### config.mk
export PLATFORM = sky130hd
export DESIGN_NAME = tcpu_ctrl
export DESIGN_NICKNAME = d
export VERILOG_FILES = /design/src/sv/tcpu_pkg.sv /design/src/sv/tcpu_ctrl.sv
export SDC_FILE = /design/constraint.sdc
export NUM_CORES = 1
export LEC_CHECK = 0
export ABC_AREA = 1
export CAP_MARGIN = 5
export CORE_AREA = 2 2 39 41
export DETAILED_ROUTE_END_ITERATION = 16
export DIE_AREA = 0 0 41 43
export DONT_BUFFER_PORTS = 1
export GPL_TIMING_DRIVEN = 0
export PLACE_DENSITY = 0.68
export RECOVER_POWER = 25
export SYNTH_ARGS = -nofsm -noshare
export SYNTH_HDL_FRONTEND = slang
export SYNTH_SLANG_ARGS = --single-unit
### constraint.sdc
create_clock -name aclk -period 3.3 [get_ports aclk]
set_input_delay 0.66 -clock aclk [delete_from_list [all_inputs] [get_ports aclk]]
set_output_delay 0.66 -clock aclk [all_outputs]
set_load 0.02 [all_outputs]
### src/sv/tcpu_pkg.sv
// tcpu_pkg: shared widths, sizes, opcodes, instruction classes and the command/status
// structs between the decode/execute controller and its datapath.
// No dependencies.
`default_nettype none

package tcpu_pkg;

    localparam int DATA_W    = 16;
    localparam int PL_ADDR_W = 11;
    localparam int MEM_WORDS = 2048;
    localparam int MEM_AW    = (MEM_WORDS > 1) ? $clog2(MEM_WORDS) : 1;
    localparam bit MEM_POW2  = ((MEM_WORDS & (MEM_WORDS - 1)) == 0);
    localparam int NUM_REGS  = 8;
    localparam int REG_AW    = $clog2(NUM_REGS);

    // Register-format opcodes, bits 14..9
    localparam logic [5:0] OP_ADD     = 6'd0;
    localparam logic [5:0] OP_SUB     = 6'd1;
    localparam logic [5:0] OP_MUL     = 6'd2;
    localparam logic [5:0] OP_DIV     = 6'd3;
    localparam logic [5:0] OP_EQ      = 6'd4;
    localparam logic [5:0] OP_NE      = 6'd5;
    localparam logic [5:0] OP_LOAD    = 6'd15;
    localparam logic [5:0] OP_STORE   = 6'd16;
    localparam logic [5:0] OP_SYSCALL = 6'd63;

    // Immediate-format opcodes, bits 14..13
    localparam logic [1:0] IOP_JUMP  = 2'd0;
    localparam logic [1:0] IOP_JCOND = 2'd1;
    localparam logic [1:0] IOP_SPARE = 2'd2;
    localparam logic [1:0] IOP_MOVE  = 2'd3;

    // Instruction class, resolved once when a request is taken in.
    typedef enum logic [3:0] {
        CLS_IGNORE,
        CLS_PRELOAD,
        CLS_ADD,
        CLS_SUB,
        CLS_MUL,
        CLS_DIV,
        CLS_EQ,
        CLS_NE,
        CLS_LOAD,
        CLS_STORE,
        CLS_SYSCALL,
        CLS_JUMP,
        CLS_JCOND,
        CLS_MOVE,
        CLS_BAD
    } cls_t;

    // Register file read address source
    typedef enum logic [1:0] {
        RSEL_OP1,
        RSEL_OP2,
        RSEL_R0,
        RSEL_IMM
    } rsel_t;

    // Result value source
    typedef enum logic [1:0] {
        VSEL_ALU,
        VSEL_DIV,
        VSEL_MEM
    } vsel_t;

    typedef struct packed {
        logic  cap_in;
        logic  clr_we;
        logic  rf_rd;
        rsel_t rf_rsel;
        logic  lat_a;
        logic  lat_b;
        logic  div_start;
        logic  addr_load;
        logic  mem_we;
        logic  mem_rd;
        logic  val_load;
        vsel_t val_sel;
        logic  rf_we;
        logic  halt_chk;
        logic  out_load;
    } dp_cmd_t;

    typedef struct packed {
        cls_t cls;
        logic clr_last;
        logic div_done;
        logic out_free;
    } dp_stat_t;

endpackage

`default_nettype wire

### src/sv/tcpu_ctrl.sv
// tcpu_ctrl: sequencer for the decode/execute block. Steps the datapath
// through reads, execute, divide, memory and write-back. Depends on tcpu_pkg.
`default_nettype none

module tcpu_ctrl (
    input  wire logic               aclk,
    input  wire logic               aresetn,
    input  wire logic               s_valid,
    output logic                    s_ready,
    input  wire tcpu_pkg::dp_stat_t stat,
    output tcpu_pkg::dp_cmd_t       cmd
);
    import tcpu_pkg::*;

    typedef enum logic [3:0] {
        ST_CLEAR,
        ST_IDLE,
        ST_DECODE,
        ST_RD_A,
        ST_RD_B,
        ST_LAT_B,
        ST_DIV_GO,
        ST_ADDR,
        ST_DIV_WAIT,
        ST_MEM,
        ST_MEM_WAIT,
        ST_EXEC,
        ST_WB,
        ST_DONE
    } state_t;

    state_t state_reg;
    state_t state_next;

    always_ff @(posedge aclk) begin
        if (!aresetn) begin
            state_reg <= ST_CLEAR;
        end else begin
            state_reg <= state_next;
        end
    end

    always_comb begin
        cmd        = '0;
        s_ready    = 1'b0;
        state_next = state_reg;
        unique case (state_reg)
            ST_CLEAR: begin
                cmd.clr_we = 1'b1;
                if (stat.clr_last) begin
                    state_next = ST_IDLE;
                end
            end
            ST_IDLE: begin
                s_ready = 1'b1;
                if (s_valid) begin
                    cmd.cap_in = 1'b1;
                    state_next = ST_DECODE;
                end
            end
            ST_DECODE: begin
                unique case (stat.cls)
                    CLS_IGNORE, CLS_BAD: state_next = ST_DONE;
                    CLS_PRELOAD:         state_next = ST_ADDR;
                    CLS_JUMP, CLS_MOVE:  state_next = ST_EXEC;
                    default:             state_next = ST_RD_A;
                endcase
            end
            ST_RD_A: begin
                cmd.rf_rd = 1'b1;
                if (stat.cls == CLS_SYSCALL) begin
                    cmd.rf_rsel = RSEL_R0;
                end else if (stat.cls == CLS_JCOND) begin
                    cmd.rf_rsel = RSEL_IMM;
                end else begin
                    cmd.rf_rsel = RSEL_OP1;
                end
                state_next = ST_RD_B;
            end
            ST_RD_B: begin
                cmd.lat_a   = 1'b1;
                cmd.rf_rd   = 1'b1;
                cmd.rf_rsel = RSEL_OP2;
                state_next  = ST_LAT_B;
            end
            ST_LAT_B: begin
                cmd.lat_b = 1'b1;
                if (stat.cls == CLS_DIV) begin
                    state_next = ST_DIV_GO;
                end else if (stat.cls == CLS_LOAD || stat.cls == CLS_STORE) begin
                    state_next = ST_ADDR;
                end else begin
                    state_next = ST_EXEC;
                end
            end
            ST_DIV_GO: begin
                cmd.div_start = 1'b1;
                state_next    = ST_DIV_WAIT;
            end
            ST_ADDR: begin
                if (MEM_POW2) begin
                    cmd.addr_load = 1'b1;
                    state_next    = ST_MEM;
                end else begin
                    // reduce the address through the divider remainder
                    cmd.div_start = 1'b1;
                    state_next    = ST_DIV_WAIT;
                end
            end
            ST_DIV_WAIT: begin
                if (stat.div_done) begin
                    if (stat.cls == CLS_DIV) begin
                        cmd.val_load = 1'b1;
                        cmd.val_sel  = VSEL_DIV;
                        state_next   = ST_WB;
                    end else begin
                        cmd.addr_load = 1'b1;
                        state_next    = ST_MEM;
                    end
                end
            end
            ST_MEM: begin
                if (stat.cls == CLS_LOAD) begin
                    cmd.mem_rd = 1'b1;
                    state_next = ST_MEM_WAIT;
                end else begin
                    cmd.mem_we = 1'b1;
                    state_next = ST_DONE;
                end
            end
            ST_MEM_WAIT: begin
                cmd.val_load = 1'b1;
                cmd.val_sel  = VSEL_MEM;
                state_next   = ST_WB;
            end
            ST_EXEC: begin
                cmd.val_load = 1'b1;
                cmd.val_sel  = VSEL_ALU;
                cmd.halt_chk = (stat.cls == CLS_SYSCALL);
                if (stat.cls == CLS_SYSCALL || stat.cls == CLS_JUMP ||
                    stat.cls == CLS_JCOND) begin
                    state_next = ST_DONE;
                end else begin
                    state_next = ST_WB;
                end
            end
            ST_WB: begin
                cmd.rf_we  = 1'b1;
                state_next = ST_DONE;
            end
            ST_DONE: begin
                if (stat.out_free) begin
                    cmd.out_load = 1'b1;
                    state_next   = ST_IDLE;
                end
            end
            default: begin
                state_next = ST_IDLE;
            end
        endcase
    end

endmodule

`default_nettype wire

=== Word-level counts from Yosys, hierarchy flattened ===
Cells that the tools add are included.

* $add $sub $neg: 0
* Multiply operators: 0
* Div/mod/pow operators: 0
* Order comparisons: 0
* Equal/unequal tests: 26
* Shift operators: 0
* Multiplexer cells: 34
* Bitwise operators: 0
* Reductions and logical operators: 8

{| class="wikitable"
|+ Operators with widths
! kind !! count
|-
| $pmux W4 S14 || 1
|-
| $eq A4 B4 Y1 const B || 13
|-
| $mux W4 || 6
|-
| $eq A4 B3 Y1 const B || 5
|-
| $mux W1 || 16
|-
| $mux W3 || 4
|-
| $pmux W4 S3 || 1
|-
| $pmux W3 S3 || 1
|-
| $eq A4 B1 Y1 const B || 2
|-
| $eq A4 B2 Y1 const B || 2
|-
| $logic_not A4 Y1 || 2
|-
| $ne A2 B2 Y1 const B || 4
|-
| $mux W2 || 3
|-
| $pmux W3 S2 || 1
|-
| $reduce_and A4 Y1 || 1
|-
| $reduce_or A2 Y1 || 2
|-
| $logic_or A1 B1 Y1 || 3
|-
| $pmux W1 S2 || 1
|}

* Register bits: 4
* Latch bits: 0
* RAM bits: 0
* ROM bits: 0
* Input port bits: 10
* Output and inout port bits: 18
* Word-level logic and storage cells: 69
* Memories kept: 0

=== Longest topological paths before layout ===
* Depth in word-level cells: 5
* Depth in mapped cells: 10
* Gate-level depth less buffers: 10

=== Least setup slack after synthesis ===
Ideal clock, no wire load.

* Path type: input port to output port
* Start: input stat[4] (netlist bit)
* End: output cmd[5] (netlist bit)
* Arrival time: 1.460 ns
* Setup slack: 1.180 ns
* Stages: 5
* Path through: inv_1 -> nand2_1 -> nor2_1 -> nand2_1 -> o21ai_0

{| class="wikitable"
|+ RTL lines
! what !! RTL line !! source
|-
| start: declaration || tcpu_ctrl.sv:10 || <nowiki>input wire tcpu_pkg::dp_stat_t stat,</nowiki>
|-
| end: declaration || tcpu_ctrl.sv:11 || <nowiki>output tcpu_pkg::dp_cmd_t cmd</nowiki>
|}

==> flow_summary.toml <==
[timing]
timing.final.max_slew_violations = 0
hold-worst-slack_ns = 0.606
max_slew.worst_pin.slew_ns = 0.652
slew_headroom_pct = 56.1
maximum_clock_frequency_ghz = 0.418
min_period_ns = 2.39
grt_setup_unrepaired = "false"
hold_violations = 0
final_clock_period_utilization_by_the_worst_path_pct = 72.5
totalNegativeSetupSlack_ns = 0
report.final.setup_viol = 0
fin_skew_ns = 0.00418

[final_layout]
postLayoutCellArea_um2 = 676
drive_gt1_share_pct = 5.63
area_growth_pct = 6.30
multiInputGateArea_um2 = 455
antenna-diode-count = 0
finalNetCount = 154
fillerInstances = 168
ff_latch_area_um2 = 80.1
largest_register_ff_count = 4

[clocking]
clock_tree_from_tritoncts = "done"
cts.reportedPaths.clkPinSlew_ns = 0.04
postCtsResizedCells = 0
clock_latency_ns = 0.24
clockRootBuffer = "sky130_fd_sc_hd__clkbuf_4"
cts_sinks = 4
cts-buffers-inserted = 3
postCtsHoldBufs = 0
cts.htree.levels = 1
post-cts-setup-buffers = 0
clockBufferDepth = 2

[run]
maxCapViolations = 0

[synth]
yosysMostFrequentCell = "sky130_fd_sc_hd__nand2_1"
syn-instance-count = 139
yosys_register_bits = 4
synthXorXnorAreaFrac_pct = 0
ffs_w_async_s_r_synth_pct = 0
synth_top_family_by_area = "simple AND/OR/NAND/NOR gates"
ys_warn_count = 0
post_synth_design_cell_area_um2 = 636
netlist-cell-type-count = 15
synth_area_leader_cell = "sky130_fd_sc_hd__nand2_1"
synthesis.nets = 149
synth-compound-area-share_pct = 8.27
synth.area.top_cells = "sky130_fd_sc_hd__nand2_1 31%, sky130_fd_sc_hd__nor2_1 18%, sky130_fd_sc_hd__inv_1 14%, sky130_fd_sc_hd__dfxtp_1 13%, sky130_fd_sc_hd__o21ai_0 4.7%"
synth-edff-count = 0
muxShareOfSynthArea_pct = 0
avgSynthCellArea_um2 = 4.57
synthSimpleGateAreaFrac_pct = 63.8
yosysTopAreaCellShare_pct = 31.3
most_common_flop_cell_mapped_by_yosys = "sky130_fd_sc_hd__dfxtp_1"
synth_fa_ha_area_share_pct = 0
seq_area_frac_synth_pct = 12.6
synth_commonest_cells = "53 x sky130_fd_sc_hd__nand2_1, 30 x sky130_fd_sc_hd__nor2_1, 24 x sky130_fd_sc_hd__inv_1"

[power]
power-per-cell-area_nw_per_um2 = 363
post-layout-total-power_w = 0.000245
total_leakage_power_nw = 0.430
power.ir.vdd_worst_mv = 0.240

[critical_path]
arrival_worst_endpoint_ns = 1.73
path_class = "flop to primary output"
timing.critical_path.from_type = "flop"
crit_path_leading_delay_family = "simple AND/OR/NAND/NOR gates"
crit_path_max_fanout = 7
worst_path_max_delay_cell = "sky130_fd_sc_hd__nor2_1"
worstPathBufferInverterCount = 1
series_of_cell_instances_along_the_critical_path = "inv_1 > nand2_1 > nor2_1 > nor2_2 > a21oi_1"
critPathCaptureType = "primary output"
worst_path_largest_cell_delay_ns = 0.42
worst_ep_required_time_ns = 2.64

[route]
postRouteWirelength_mm = 1.55
drt-vias-per-instance = 4.89
routed-via-count = 773
routed_antenna_nets = 0
dr.pass1.iters = 4
drtIter0Drc = 15
wl_per_cell_um = 9.78
drc_violations = 0

[floorplan]
die_area_um2 = 1760
core_um2 = 1380
design.portCount = 28
die_height_um = 43
start_util_pct = 45.9
die-width_um = 41
std_cell_rows = 14

[global_routing]
grt_first_pass_wirelength_mm = 2.39
grt_pass1_vias = 642
grt_antenna_before_repair = 0
largest_net_degree_at_the_start_of_global_routing = 8
grt.overflow.total = 0
grt_use_total_pct = 19.7

[placement]
dpl_hpwl_mm = 1.34
dp_area_um2 = 656
port_buffers = 0
gpl.final_weighted_congestion = 0.782

[min_path]
min_delay_worst_type = "input port to flop"

[status]
run_status = "complete, no violations"
-- power breakdown --
part	switching [W]	total (W)	internal, W	leakage, nW
registers	0.00000863	0.0000639	0.0000553	0.0327
logic	0.0000870	0.000119	0.0000323	0.383
clock network	0.0000213	0.0000621	0.0000408	0.0138
-- cell type report --
| type | count | share of cell area [%] |
|---|---|---|
| tap | 16 | 2.96 |
| clock buffer | 3 | 3.33 |
| multi-input combinational | 109 | 67.4 |
| sequential | 4 | 11.9 |
| inverter | 26 | 14.4 |
-- through the flow --
| step | util, % | std cells | worst slack, ns |
|---|---|---|---|
| global route | 48.8 | 158 | 0.820 |
| floorplan | - | 139 | 1.18 |
| detailed placement | 47.4 | 155 | 1.09 |
| CTS | 49.0 | 158 | 0.929 |
| global placement | 47.4 | 155 | 1.09 |
| finish | 48.8 | 158 | 0.908 |
-- layer usage --
layer,wire (um),track usage (%)
met2,750,34.4
met3,113,9.42
met5,0,0
met4,0,0
met1,682,21.8
-- layout by cell type (no fill, tap or decap) --
cell / n
sky130_fd_sc_hd__inv_1: 26
sky130_fd_sc_hd__nand3_1: 3
sky130_fd_sc_hd__nor3_1: 3
sky130_fd_sc_hd__o21ai_0: 6
sky130_fd_sc_hd__nand3b_1: 1
sky130_fd_sc_hd__dfxtp_1: 4
sky130_fd_sc_hd__nand4_1: 1
sky130_fd_sc_hd__nand2_1: 53
sky130_fd_sc_hd__o211ai_1: 1
sky130_fd_sc_hd__clkbuf_4: 3
sky130_fd_sc_hd__nor2_1: 31
sky130_fd_sc_hd__nand2_2: 2
sky130_fd_sc_hd__and2_1: 2
sky130_fd_sc_hd__nor2_2: 3
sky130_fd_sc_hd__a21oi_1: 3
-- worst register-to-register path, stage by stage, from the launching register on --
cell                      delay [ns]
sky130_fd_sc_hd__dfxtp_1        0.38
sky130_fd_sc_hd__inv_1          0.12
sky130_fd_sc_hd__nand2_1        0.10
sky130_fd_sc_hd__nor2_1         0.47
sky130_fd_sc_hd__nand3_1        0.15
sky130_fd_sc_hd__nand2_1        0.10
sky130_fd_sc_hd__inv_1          0.04
sky130_fd_sc_hd__nand2_1        0.05
sky130_fd_sc_hd__nand2_1        0.04
sky130_fd_sc_hd__a21oi_1        0.11
-- final timing paths --
kind	to	cells after the start	slack, ns	from
worst max register to register	state_reg[3]	9	1.67	state_reg[3]
worst min register to register	state_reg[1]	4	0.71	state_reg[0]
worst max-delay path	cmd[12]	5	0.91	state_reg[3]
worst min-delay path	state_reg[3]	2	0.61	aresetn
-- kinds of logic (layout without fill, tap and decap cells) --
logic type             after synthesis  count (layout)
flip-flops                           4               4
buffers and inverters               26              29
AND/OR/NAND/NOR                     99              99
AO/OA/AOI/OAI                       10              10
Note: power is estimated with default switching activity, not from simulation.
